<file path="config.mk">
export PLATFORM = sky130hd
export DESIGN_NAME = message_pool_mailbox_manager
export DESIGN_NICKNAME = d
export VERILOG_FILES = /design/src/hw/rtl/mpmm_pkg.sv /design/src/hw/rtl/mpmm_buf_mem.sv /design/src/hw/rtl/message_pool_mailbox_manager.sv
export SDC_FILE = /design/constraint.sdc
export NUM_CORES = 2
export LEC_CHECK = 0
export ABC_AREA = 1
export ABC_CLOCK_PERIOD_IN_PS = 5450
export BUFFER_PORTS_ARGS = -buffer_cell sky130_fd_sc_hd__buf_4
export CAP_MARGIN = 10
export CELL_PAD_IN_SITES_DETAIL_PLACEMENT = 1
export CELL_PAD_IN_SITES_GLOBAL_PLACEMENT = 2
export CORE_MARGIN = 2
export CORE_UTILIZATION = 42
export CTS_CLUSTER_SIZE = 12
export DETAILED_ROUTE_END_ITERATION = 10
export PLACE_DENSITY_LB_ADDON = 0.1
export SLEW_MARGIN = 0
export SYNTH_ARGS = -nofsm -noshare
export SYNTH_HDL_FRONTEND = slang
export SYNTH_SLANG_ARGS = --single-unit
</file>
<file path="constraint.sdc">
create_clock -name i_clk -period 5.45 [get_ports i_clk]
set_input_delay 1.09 -clock i_clk [delete_from_list [all_inputs] [get_ports i_clk]]
set_output_delay 1.09 -clock i_clk [all_outputs]
set_load 0.03 [all_outputs]
</file>
<file path="src/hw/rtl/mpmm_pkg.sv">
// Shared types and constants of the message pool and mailbox manager.
package mpmm_pkg;

    localparam int OP_W        = 2;
    localparam int ID_W        = 8;
    localparam int MSG_IN_W    = 32;
    localparam int STATUS_W    = 2;
    localparam int POOL_CFG_W  = 7;
    localparam int MBOX_CFG_W  = 64;
    localparam int CFG_IDX_W   = 3;
    localparam int CFG_DATA_W  = 64;
    localparam int TDATA_IN_W  = 56;
    localparam int TDATA_OUT_W = 56;
    localparam int NUM_POOL_CFG = 4;

    localparam logic [OP_W-1:0] OP_INIT = 2'd0;
    localparam logic [OP_W-1:0] OP_SEND = 2'd1;
    localparam logic [OP_W-1:0] OP_RECV = 2'd2;

    localparam logic [STATUS_W-1:0] ST_OK         = 2'd0;
    localparam logic [STATUS_W-1:0] ST_BAD_ID     = 2'd1;
    localparam logic [STATUS_W-1:0] ST_POOL_EMPTY = 2'd2;
    localparam logic [STATUS_W-1:0] ST_MBOX_EMPTY = 2'd3;

    localparam logic [CFG_IDX_W-1:0] CFG_POOL0    = 3'd0;
    localparam logic [CFG_IDX_W-1:0] CFG_POOL1    = 3'd1;
    localparam logic [CFG_IDX_W-1:0] CFG_POOL2    = 3'd2;
    localparam logic [CFG_IDX_W-1:0] CFG_POOL3    = 3'd3;
    localparam logic [CFG_IDX_W-1:0] CFG_TASK_IDS = 3'd4;
    localparam logic [CFG_IDX_W-1:0] CFG_SIGNALS  = 3'd5;

    localparam logic [POOL_CFG_W-1:0] POOL_CFG_RESET = 7'd16;

    typedef enum logic [5:0] {
        S_IDLE      = 6'b000001,
        S_DECODE    = 6'b000010,
        S_UPDATE    = 6'b000100,
        S_INIT_POOL = 6'b001000,
        S_INIT_BUF  = 6'b010000,
        S_DONE      = 6'b100000
    } t_state;

endpackage

</file>
<file path="src/hw/rtl/mpmm_buf_mem.sv">
// Buffer store: link memory plus message and owner memory, each one write and one read port.
module mpmm_buf_mem #(
    parameter int DEPTH  = 64,
    parameter int BUF_W  = 6,
    parameter int MSG_W  = 32,
    parameter int POOL_W = 2
) (
    input  logic              i_clk,
    input  logic [BUF_W-1:0]  i_rd_addr,
    input  logic              i_link_we,
    input  logic [BUF_W-1:0]  i_link_waddr,
    input  logic [BUF_W-1:0]  i_link_wdata,
    output logic [BUF_W-1:0]  o_link_rdata,
    input  logic              i_data_we,
    input  logic [BUF_W-1:0]  i_data_waddr,
    input  logic [MSG_W-1:0]  i_data_wmsg,
    input  logic [POOL_W-1:0] i_data_wowner,
    output logic [MSG_W-1:0]  o_data_rmsg,
    output logic [POOL_W-1:0] o_data_rowner
);

    logic [BUF_W-1:0]        r_link_mem  [DEPTH];
    logic [MSG_W+POOL_W-1:0] r_data_mem  [DEPTH];
    logic [BUF_W-1:0]        r_link_rd;
    logic [MSG_W+POOL_W-1:0] r_data_rd;

    always_ff @(posedge i_clk) begin
        if (i_link_we) begin
            r_link_mem[i_link_waddr] <= i_link_wdata;
        end
        r_link_rd <= r_link_mem[i_rd_addr];
    end

    always_ff @(posedge i_clk) begin
        if (i_data_we) begin
            r_data_mem[i_data_waddr] <= {i_data_wmsg, i_data_wowner};
        end
        r_data_rd <= r_data_mem[i_rd_addr];
    end

    assign o_link_rdata  = r_link_rd;
    assign o_data_rmsg   = r_data_rd[MSG_W+POOL_W-1:POOL_W];
    assign o_data_rowner = r_data_rd[POOL_W-1:0];

endmodule

</file>
<file path="src/hw/rtl/message_pool_mailbox_manager.sv">
// A send or receive goes from decode to update (a link read, then a write) and on to done;
// a bad id, an empty pool or an empty mailbox goes from decode straight to done, and an init
// walks the pools and their buffers before done. One item at a time: a new item is taken only
// in idle, and done waits until the output register has room.
// Reset (synchronous, active low) empties all pools and mailboxes and sets the configuration
// to its defaults; the buffer store itself is not cleared and is only read after being written.
module message_pool_mailbox_manager #(
    parameter int NUM_POOLS     = 4,
    parameter int NUM_MAILBOXES = 8,
    parameter int NUM_BUFFERS   = 64,
    parameter int MESSAGE_WIDTH = 32
) (
    input  logic                               i_clk,
    input  logic                               i_rst_n,
    // Input item: operation[1:0], mailbox_id[9:2], pool_id[17:10], message_in[49:18],
    // zero fill above.
    input  logic                               i_s_tvalid,
    output logic                               o_s_tready,
    input  logic [mpmm_pkg::TDATA_IN_W-1:0]    i_s_tdata,
    // Result item: status[1:0], message_out[33:2], notify_valid[34], notify_task[42:35],
    // notify_signal[50:43], zero fill above.
    output logic                               o_m_tvalid,
    input  logic                               i_m_tready,
    output logic [mpmm_pkg::TDATA_OUT_W-1:0]   o_m_tdata,
    // Configuration write port.
    input  logic                               i_cfg_we,
    input  logic [mpmm_pkg::CFG_IDX_W-1:0]     i_cfg_idx,
    input  logic [mpmm_pkg::CFG_DATA_W-1:0]    i_cfg_data
);

    // Buffer index, count, pool index, pool counter and mailbox index widths.
    localparam int BW  = $clog2(NUM_BUFFERS);
    localparam int CW  = $clog2(NUM_BUFFERS + 1);
    localparam int PW  = (NUM_POOLS > 1) ? $clog2(NUM_POOLS) : 1;
    localparam int PCW = $clog2(NUM_POOLS + 1);
    localparam int MW  = (NUM_MAILBOXES > 1) ? $clog2(NUM_MAILBOXES) : 1;
    // Width in which a configured pool count is compared with the buffers left.
    localparam int LW  = (CW > mpmm_pkg::POOL_CFG_W) ? CW : mpmm_pkg::POOL_CFG_W;

    // ------------------------------------------------------------------
    // Configuration registers.
    // ------------------------------------------------------------------
    logic [mpmm_pkg::POOL_CFG_W-1:0] r_pool_cfg [mpmm_pkg::NUM_POOL_CFG];
    logic [mpmm_pkg::MBOX_CFG_W-1:0] r_task_ids;
    logic [mpmm_pkg::MBOX_CFG_W-1:0] r_signals;

    always_ff @(posedge i_clk) begin
        if (!i_rst_n) begin
            for (int k = 0; k < mpmm_pkg::NUM_POOL_CFG; k++) begin
                r_pool_cfg[k] <= mpmm_pkg::POOL_CFG_RESET;
            end
            r_task_ids <= '0;
            r_signals  <= '0;
        end else if (i_cfg_we) begin
            case (i_cfg_idx)
                mpmm_pkg::CFG_POOL0: begin
                    r_pool_cfg[0] <= i_cfg_data[mpmm_pkg::POOL_CFG_W-1:0];
                end
                mpmm_pkg::CFG_POOL1: begin
                    r_pool_cfg[1] <= i_cfg_data[mpmm_pkg::POOL_CFG_W-1:0];
                end
                mpmm_pkg::CFG_POOL2: begin
                    r_pool_cfg[2] <= i_cfg_data[mpmm_pkg::POOL_CFG_W-1:0];
                end
                mpmm_pkg::CFG_POOL3: begin
                    r_pool_cfg[3] <= i_cfg_data[mpmm_pkg::POOL_CFG_W-1:0];
                end
                mpmm_pkg::CFG_TASK_IDS: begin
                    r_task_ids <= i_cfg_data;
                end
                mpmm_pkg::CFG_SIGNALS: begin
                    r_signals <= i_cfg_data;
                end
                default: begin
                    // Indexes past the register list are ignored.
                end
            endcase
        end
    end

    // ------------------------------------------------------------------
    // Sequencer state, the captured item and the pool and mailbox tables.
    // ------------------------------------------------------------------
    mpmm_pkg::t_state r_state, n_state;

    logic [mpmm_pkg::OP_W-1:0] r_op;
    logic [mpmm_pkg::ID_W-1:0] r_mb;
    logic [mpmm_pkg::ID_W-1:0] r_pl;
    logic [MESSAGE_WIDTH-1:0]  r_msg;

    logic [BW-1:0] r_free_head  [NUM_POOLS];
    logic [BW-1:0] r_free_tail  [NUM_POOLS];
    logic [CW-1:0] r_free_count [NUM_POOLS];
    logic [BW-1:0] r_q_head     [NUM_MAILBOXES];
    logic [BW-1:0] r_q_tail     [NUM_MAILBOXES];
    logic [CW-1:0] r_q_count    [NUM_MAILBOXES];
    logic [BW-1:0] n_free_head  [NUM_POOLS];
    logic [BW-1:0] n_free_tail  [NUM_POOLS];
    logic [CW-1:0] n_free_count [NUM_POOLS];
    logic [BW-1:0] n_q_head     [NUM_MAILBOXES];
    logic [BW-1:0] n_q_tail     [NUM_MAILBOXES];
    logic [CW-1:0] n_q_count    [NUM_MAILBOXES];

    // The buffer being moved, and the init walk: next buffer, buffers left for
    // the current pool, and the pool being filled.
    logic [BW-1:0]  r_buf,   n_buf;
    logic [CW-1:0]  r_walk,  n_walk;
    logic [CW-1:0]  r_left,  n_left;
    logic [PCW-1:0] r_ipool, n_ipool;

    // Result being built, and the output register.
    logic [mpmm_pkg::STATUS_W-1:0] r_res_status, n_res_status;
    logic [mpmm_pkg::MSG_IN_W-1:0] r_res_msg,    n_res_msg;
    logic                          r_res_nv,     n_res_nv;
    logic [7:0]                    r_res_task,   n_res_task;
    logic [7:0]                    r_res_sig,    n_res_sig;

    logic                          r_out_valid, n_out_valid;
    logic [mpmm_pkg::STATUS_W-1:0] r_out_status;
    logic [mpmm_pkg::MSG_IN_W-1:0] r_out_msg;
    logic                          r_out_nv;
    logic [7:0]                    r_out_task;
    logic [7:0]                    r_out_sig;
    logic                          out_load;

    // Buffer store ports.
    logic [BW-1:0]            rd_addr;
    logic                     link_we;
    logic [BW-1:0]            link_waddr;
    logic [BW-1:0]            link_wdata;
    logic [BW-1:0]            link_rdata;
    logic                     data_we;
    logic [BW-1:0]            data_waddr;
    logic [MESSAGE_WIDTH-1:0] data_wmsg;
    logic [PW-1:0]            data_wowner;
    logic [MESSAGE_WIDTH-1:0] data_rmsg;
    logic [PW-1:0]            data_rowner;

    mpmm_buf_mem #(
        .DEPTH  (NUM_BUFFERS),
        .BUF_W  (BW),
        .MSG_W  (MESSAGE_WIDTH),
        .POOL_W (PW)
    ) u_buf_mem (
        .i_clk         (i_clk),
        .i_rd_addr     (rd_addr),
        .i_link_we     (link_we),
        .i_link_waddr  (link_waddr),
        .i_link_wdata  (link_wdata),
        .o_link_rdata  (link_rdata),
        .i_data_we     (data_we),
        .i_data_waddr  (data_waddr),
        .i_data_wmsg   (data_wmsg),
        .i_data_wowner (data_wowner),
        .o_data_rmsg   (data_rmsg),
        .o_data_rowner (data_rowner)
    );

    // ------------------------------------------------------------------
    // Decoded ids. All pool table reads go through one select: the pool of
    // the item for a send, the owner of the popped buffer for a receive.
    // ------------------------------------------------------------------
    logic          in_accept;
    logic          bad_pool;
    logic          bad_mb;
    logic [MW-1:0] mb_idx;
    logic [PW-1:0] pl_idx;
    logic [PW-1:0] pool_sel;

    assign in_accept = i_s_tvalid && o_s_tready;
    assign bad_pool  = r_pl >= mpmm_pkg::ID_W'(NUM_POOLS);
    assign bad_mb    = r_mb >= mpmm_pkg::ID_W'(NUM_MAILBOXES);
    assign mb_idx    = r_mb[MW-1:0];
    assign pl_idx    = r_pl[PW-1:0];
    assign pool_sel  = (r_state == mpmm_pkg::S_UPDATE && r_op == mpmm_pkg::OP_RECV)
                       ? data_rowner : pl_idx;

    // Init arithmetic: this pool gets min(configured count, buffers left).
    logic [mpmm_pkg::POOL_CFG_W-1:0] init_cfg;
    logic [LW-1:0]                   init_left;
    logic [CW-1:0]                   init_n;
    logic [CW-1:0]                   init_last;

    assign init_cfg  = r_pool_cfg[2'(r_ipool)];
    assign init_left = LW'(NUM_BUFFERS) - LW'(r_walk);
    assign init_n    = (LW'(init_cfg) < init_left) ? CW'(init_cfg) : CW'(init_left);
    assign init_last = r_walk + init_n - CW'(1);

    always_comb begin
        n_state      = r_state;
        n_free_head  = r_free_head;
        n_free_tail  = r_free_tail;
        n_free_count = r_free_count;
        n_q_head     = r_q_head;
        n_q_tail     = r_q_tail;
        n_q_count    = r_q_count;
        n_buf        = r_buf;
        n_walk       = r_walk;
        n_left       = r_left;
        n_ipool      = r_ipool;
        n_res_status = r_res_status;
        n_res_msg    = r_res_msg;
        n_res_nv     = r_res_nv;
        n_res_task   = r_res_task;
        n_res_sig    = r_res_sig;
        rd_addr      = r_buf;
        link_we      = 1'b0;
        link_waddr   = r_buf;
        link_wdata   = r_buf;
        data_we      = 1'b0;
        data_waddr   = r_buf;
        data_wmsg    = r_msg;
        data_wowner  = pl_idx;
        out_load     = 1'b0;

        case (r_state)
            mpmm_pkg::S_IDLE: begin
                if (in_accept) begin
                    n_state = mpmm_pkg::S_DECODE;
                end
            end

            mpmm_pkg::S_DECODE: begin
                n_res_status = mpmm_pkg::ST_OK;
                n_res_msg    = '0;
                n_res_nv     = 1'b0;
                n_res_task   = '0;
                n_res_sig    = '0;
                n_state      = mpmm_pkg::S_DONE;
                case (r_op)
                    mpmm_pkg::OP_INIT: begin
                        for (int k = 0; k < NUM_MAILBOXES; k++) begin
                            n_q_head[k]  = '0;
                            n_q_tail[k]  = '0;
                            n_q_count[k] = '0;
                        end
                        n_walk  = '0;
                        n_left  = '0;
                        n_ipool = '0;
                        n_state = mpmm_pkg::S_INIT_POOL;
                    end
                    mpmm_pkg::OP_SEND: begin
                        // A bad pool id and a bad mailbox id give the same status.
                        if (bad_pool || bad_mb) begin
                            n_res_status = mpmm_pkg::ST_BAD_ID;
                        end else if (r_free_count[pool_sel] == '0) begin
                            n_res_status = mpmm_pkg::ST_POOL_EMPTY;
                        end else begin
                            rd_addr = r_free_head[pool_sel];
                            n_buf   = r_free_head[pool_sel];
                            n_state = mpmm_pkg::S_UPDATE;
                        end
                    end
                    mpmm_pkg::OP_RECV: begin
                        if (bad_mb) begin
                            n_res_status = mpmm_pkg::ST_BAD_ID;
                        end else if (r_q_count[mb_idx] == '0) begin
                            n_res_status = mpmm_pkg::ST_MBOX_EMPTY;
                        end else begin
                            rd_addr = r_q_head[mb_idx];
                            n_buf   = r_q_head[mb_idx];
                            n_state = mpmm_pkg::S_UPDATE;
                        end
                    end
                    default: begin
                        n_res_status = mpmm_pkg::ST_BAD_ID;
                    end
                endcase
            end

            mpmm_pkg::S_UPDATE: begin
                n_state = mpmm_pkg::S_DONE;
                if (r_op == mpmm_pkg::OP_SEND) begin
                    // Pop the pool head, fill the buffer, append it to the mailbox.
                    n_free_head[pool_sel]  = link_rdata;
                    n_free_count[pool_sel] = r_free_count[pool_sel] - CW'(1);
                    data_we = 1'b1;
                    if (r_q_count[mb_idx] == '0) begin
                        n_q_head[mb_idx] = r_buf;
                    end else begin
                        link_we    = 1'b1;
                        link_waddr = r_q_tail[mb_idx];
                    end
                    n_q_tail[mb_idx]  = r_buf;
                    n_q_count[mb_idx] = r_q_count[mb_idx] + CW'(1);
                    n_res_nv   = 1'b1;
                    n_res_task = r_task_ids[{mb_idx, 3'b000} +: 8];
                    n_res_sig  = r_signals[{mb_idx, 3'b000} +: 8];
                end else begin
                    // Pop the mailbox head and return the buffer to its owner's tail.
                    n_res_msg         = mpmm_pkg::MSG_IN_W'(data_rmsg);
                    n_q_head[mb_idx]  = link_rdata;
                    n_q_count[mb_idx] = r_q_count[mb_idx] - CW'(1);
                    if (r_free_count[pool_sel] == '0) begin
                        n_free_head[pool_sel] = r_buf;
                    end else begin
                        link_we    = 1'b1;
                        link_waddr = r_free_tail[pool_sel];
                    end
                    n_free_tail[pool_sel]  = r_buf;
                    n_free_count[pool_sel] = r_free_count[pool_sel] + CW'(1);
                end
            end

            mpmm_pkg::S_INIT_POOL: begin
                if (r_ipool == PCW'(NUM_POOLS)) begin
                    n_state = mpmm_pkg::S_DONE;
                end else begin
                    // An empty pool keeps head and tail at zero.
                    n_free_head[PW'(r_ipool)]  = (init_n != '0) ? BW'(r_walk) : '0;
                    n_free_tail[PW'(r_ipool)]  = (init_n != '0) ? BW'(init_last) : '0;
                    n_free_count[PW'(r_ipool)] = init_n;
                    n_left = init_n;
                    if (init_n == '0) begin
                        n_ipool = r_ipool + PCW'(1);
                    end else begin
                        n_state = mpmm_pkg::S_INIT_BUF;
                    end
                end
            end

            mpmm_pkg::S_INIT_BUF: begin
                // Link each buffer to the next one of its pool; the last links to itself.
                link_we     = 1'b1;
                link_waddr  = BW'(r_walk);
                link_wdata  = (r_left > CW'(1)) ? BW'(r_walk + CW'(1)) : BW'(r_walk);
                data_we     = 1'b1;
                data_waddr  = BW'(r_walk);
                data_wmsg   = '0;
                data_wowner = PW'(r_ipool);
                n_walk = r_walk + CW'(1);
                n_left = r_left - CW'(1);
                if (r_left == CW'(1)) begin
                    n_ipool = r_ipool + PCW'(1);
                    n_state = mpmm_pkg::S_INIT_POOL;
                end
            end

            mpmm_pkg::S_DONE: begin
                // Wait for room in the output register.
                if (!r_out_valid || i_m_tready) begin
                    out_load = 1'b1;
                    n_state  = mpmm_pkg::S_IDLE;
                end
            end

            default: begin
                n_state = mpmm_pkg::S_IDLE;
            end
        endcase
    end

    assign n_out_valid = out_load || (r_out_valid && !i_m_tready);

    always_ff @(posedge i_clk) begin
        if (!i_rst_n) begin
            r_state     <= mpmm_pkg::S_IDLE;
            r_out_valid <= 1'b0;
            for (int k = 0; k < NUM_POOLS; k++) begin
                r_free_head[k]  <= '0;
                r_free_tail[k]  <= '0;
                r_free_count[k] <= '0;
            end
            for (int k = 0; k < NUM_MAILBOXES; k++) begin
                r_q_head[k]  <= '0;
                r_q_tail[k]  <= '0;
                r_q_count[k] <= '0;
            end
            r_walk  <= '0;
            r_left  <= '0;
            r_ipool <= '0;
        end else begin
            r_state      <= n_state;
            r_out_valid  <= n_out_valid;
            r_free_head  <= n_free_head;
            r_free_tail  <= n_free_tail;
            r_free_count <= n_free_count;
            r_q_head     <= n_q_head;
            r_q_tail     <= n_q_tail;
            r_q_count    <= n_q_count;
            r_walk       <= n_walk;
            r_left       <= n_left;
            r_ipool      <= n_ipool;
        end
    end

    // Payload registers.
    always_ff @(posedge i_clk) begin
        if (in_accept) begin
            r_op  <= i_s_tdata[1:0];
            r_mb  <= i_s_tdata[9:2];
            r_pl  <= i_s_tdata[17:10];
            r_msg <= MESSAGE_WIDTH'(i_s_tdata[49:18]);
        end
        r_buf        <= n_buf;
        r_res_status <= n_res_status;
        r_res_msg    <= n_res_msg;
        r_res_nv     <= n_res_nv;
        r_res_task   <= n_res_task;
        r_res_sig    <= n_res_sig;
        if (out_load) begin
            r_out_status <= r_res_status;
            r_out_msg    <= r_res_msg;
            r_out_nv     <= r_res_nv;
            r_out_task   <= r_res_task;
            r_out_sig    <= r_res_sig;
        end
    end

    assign o_s_tready = (r_state == mpmm_pkg::S_IDLE);
    assign o_m_tvalid = r_out_valid;
    assign o_m_tdata  = {5'b00000, r_out_sig, r_out_task, r_out_nv, r_out_msg, r_out_status};

    // ------------------------------------------------------------------
    // Assertions.
    // ------------------------------------------------------------------
    a_notify_only_ok: assert property (@(posedge i_clk) disable iff (!i_rst_n)
        (r_out_valid && r_out_nv) |-> (r_out_status == mpmm_pkg::ST_OK))
        else $error("notify raised on a failed operation");

    a_msg_only_ok: assert property (@(posedge i_clk) disable iff (!i_rst_n)
        (r_out_valid && r_out_msg != '0) |-> (r_out_status == mpmm_pkg::ST_OK))
        else $error("message word returned on a failed operation");

    a_accept_decodes: assert property (@(posedge i_clk) disable iff (!i_rst_n)
        in_accept |=> (r_state == mpmm_pkg::S_DECODE))
        else $error("accepted item not decoded next cycle");

    a_init_walk_left: assert property (@(posedge i_clk) disable iff (!i_rst_n)
        (r_state == mpmm_pkg::S_INIT_BUF) |-> (r_left != '0 && r_walk < CW'(NUM_BUFFERS)))
        else $error("init walk ran past its pool or the buffer store");

endmodule
</file>
==> summary.md <==
| Metric | Value |
|---|---|
| Outcome | completed |
| WHS | around 0.30 ns |
| Fillers | 35500 |
| Routed vias | 102000 |
| Gr ovfl total | 0 |
| Final hold vios | 0 |
| Layout Cells excl Fill | between 15000 and 20000 |
| Worst path cell trace | inv_1 > ha_1 > nand4_1 > nand2_2 > nand2_1 > nand2_1 > o22ai_1 > nor3_2 > inv_1 > ha_1 > nand3_1 > nor3_2 > nand2_2 > nand3_4 > nand2_8 > buf_12 > buf_16 > nand3_1 > nand3_1 > nand3_1 > nand3_1 > nand3_1 > nand3_1 > nand2_1 |
| Dominant synthesized flop cell | edfxtp_1 |
| Final WL | 475000 um |
| Post-DP HPWL | about 280000 um |
| Htree depth | 5 |
| Worst-path clk slew | around 0.060 ns |
| CTS tree | built |
| Share of cells above drive strength 1 | around 10% |
| Max Buffers Root-to-Sink | 4 |
| Crit path required time | ~6.3 ns |
| Worst-Skew Late Latency | 0.96 ns |
| Slew HR | between 10% and 20% |
| Die W | 579 um |
| Initial Utilization | between 40% and 50% |
| Seq. cell area | slightly above 0.09 mm^2 |
| Place WS | roughly 0.048 ns |
| Vias in the first global route | around 110k |
| FMAX | 0.190 GHz |
| Hold path cells | 1 |
| Worst Max-Slew Pin Slew | between 1 and 1.5 ns |
| Pwr Density | approximately 350 mW/mm^2 |
| Final antenna-violating net count | 0 |
| Final Wtd Congestion | ~0.84 |
| # nets final | between 10000 and 15000 |
| Largest net degree at the start of global routing | about 170 |
| I/O Pins | approximately 190 |
| EDFF count, synth | 2740 |
| TritonCTS buffer count | 357 |
| Final period util | about 97% |
| Clock Skew | ~0.059 ns |
| Unrepaired setup endpoints after global routing | no |
| Syn avg cell area | between 10 and 15 um^2 |
| Top-area cell type share of the netlist area | between 50% and 60% |
| Initial antenna violation count | 9 |
| Port Buffers | roughly 170 |
| Max incr delay on CP | between 0.4 and 0.5 ns |
| Netlist cell types | 57 |
| Vias/cell | between 5 and 6 |
| DR WL/cell | about 26 um |
| Die Span Y | slightly below 600 um |
| DR pass1 iterations | 6 |
| Final worst slack | 0.175 ns |
| CTS root buf | clkbuf_16 |
| CP max stage cell | edfxtp_1 |
| Core Area | about 0.33 mm^2 |
| Mapped cell area | around 0.14 mm^2 |
| Sequential cell area fraction in the yosys report | between 60% and 70% |
| # rows | approximately 210 |
| Max-cap violations | 0 |
| Hold buffer count at cts | 0 |
| Critical Path Sink Type | flip-flop |
| All-Layer GR Usage | between 20% and 30% |
| Synth area leader | edfxtp_1 |
| Reg2reg path depth | 24 |
| Post-Syn Instances | 13300 |
| Wire length of the first global-routing pass | roughly 700000 um |
| Peak supply drop | between 0.0003 and 0.0004 V |
| Slew Limit Fails | 0 |
| Final critical-path required period | between 5 and 6 ns |
| Most common cell after layout, fill and taps aside | edfxtp_1 |
| Crit path top cell by count | nand3_1 |
| Worst Hold Class | in2reg |
| DRC | 0 |
| CTS Sinks | approximately 3200 |
| Static Leakage | approximately 61 nW |
| #FFs+latches synth | 3168 |
| Crit path arrival time | about 6 ns |
| Cells after DPL | 17500 |
| Commonest cells after routing, fill and taps aside | edfxtp_1 (2740), nand3_1 (2606), nand2_1 (2212) |
| Initial DRC count | 8348 |
| Crit path kind | reg2reg |
| Crit path max fanout | roughly 120 |
| Multi-input logic area | around 0.039 mm^2 |
| Synth async-reset ratio | 0% |
| Area growth from synthesis to layout | 15.2% |
| Final setup fails | 0 |
| CP Launch Type | flip-flop |
| Warnings, synthesis | 0 |
| Dominant cells by area after synthesis | edfxtp_1 (59%), nand3_1 (9.4%), dfxtp_1 (6.2%), nand2_1 (6.0%), nand3b_1 (5.2%) |
| TNS Setup | 0 ns |
| Full die area | ~0.34 mm^2 |
## power breakdown
part,switching [W],internal [W]
sequential,0.000316,0.0275
combinational,0.00334,0.000839
clock,0.00994,0.0136
## critical path: cells and delay by family (launching register included)
kind                       cells  cell delay (ns)
DFF                            1             0.42
and+or+nand+nor               17             2.95
AOI/OAI and AO/OA              1             0.12
adders and majority gates      2             0.41
buffers and inverters          4             1.01
## area by class of cell
cell class | instances | share of cell area, %
diodes | 5 | 0.00781
clock inverters | 173 | 0.946
repair buffers | 737 | 4.70
flip-flops and latches | 3168 | 56.7
multi-input cells | 7471 | 24.0
inverters | 1778 | 4.20
clock buffers | 477 | 6.04
well taps | 4366 | 3.41
## state kept, by name (all words and copies together) (netlist names), 24 cells and up, named ones only
name                  flops
u_buf_mem.r_data_mem   2176
r_q_head                 48
r_pool_cfg               28
r_signals                64
r_free_count             28
r_res_msg                32
r_q_tail                 48
u_buf_mem.r_link_mem    384
r_q_count                56
r_free_tail              24
r_task_ids               64
r_free_head              24
r_msg                    32
r_out_msg                32
u_buf_mem.r_data_rd      34
## timing repair
item | CTS | global route
gates resized for setup | 0 | 47
buffers inserted | 0 | 2
endpoints found under the setup margin | 0 | 166
## stage by stage
step,area (um^2),utilization [%],power [W]
floorplan,139000,-,0.0300
global placement,149000,45.1,0.0323
detailed placement,149000,45.1,0.0324
CTS,160000,48.5,0.0559
global route,160000,48.6,0.0570
finish,160000,48.6,0.0554
## cells in the mapped netlist (9+ instances only)
library cell and count:
a31oi_1 30, buf_4 35, o211ai_1 44, or2_2 9
o22ai_1 105, a32oi_1 25, nand4_1 12, xor2_1 14
dfxtp_1 428, inv_1 1741, a41oi_1 11, nor2_1 568
o21ai_0 349, clkinv_1 14, nand2_2 14, a22oi_1 22
edfxtp_1 2740, buf_6 11, buf_2 482, buf_1 55
nand3_1 2611, clkbuf_1 287, nand3b_1 962, ha_1 31
a21oi_1 321, inv_2 21, nand2_1 2216, nor3_1 17
a221oi_1 25
## routing by layer
metal	part of all wire, %	vias to the layer above	GRT usage, %
li1	-	46000	-
met1	42	52100	36.2
met2	50	2723	48.3
met3	4.7	753	2.69
met4	3.1	0	8.70
met5	0	-	0
## worst paths after layout
kind,from,to,slack (ns)
max,r_op[0]$_DFFE_PP_,u_buf_mem.r_data_rd[6]$_DFF_P_,0.18
min,i_s_tdata[35],r_msg[17]$_DFFE_PP_,0.30
max reg2reg,r_op[0]$_DFFE_PP_,u_buf_mem.r_data_rd[6]$_DFF_P_,0.18
min reg2reg,r_res_msg[3]$_SDFFCE_PP0P_,r_out_msg[3]$_DFFE_PP_,0.41
## cell families after synthesis
logic type               Yosys count  share of synthesized area (%)
AO/OA/AOI/OAI                    971                           3.98
XOR/XNOR                          21                          0.132
adder cells (fa/ha/maj)           32                          0.293
buffers and inverters           2648                           7.74
flip-flops                      3168                           65.3
other                              1                        0.00270
AND/OR/NAND/NOR                 6442                           22.5
(Power assumes the default switching activity.)
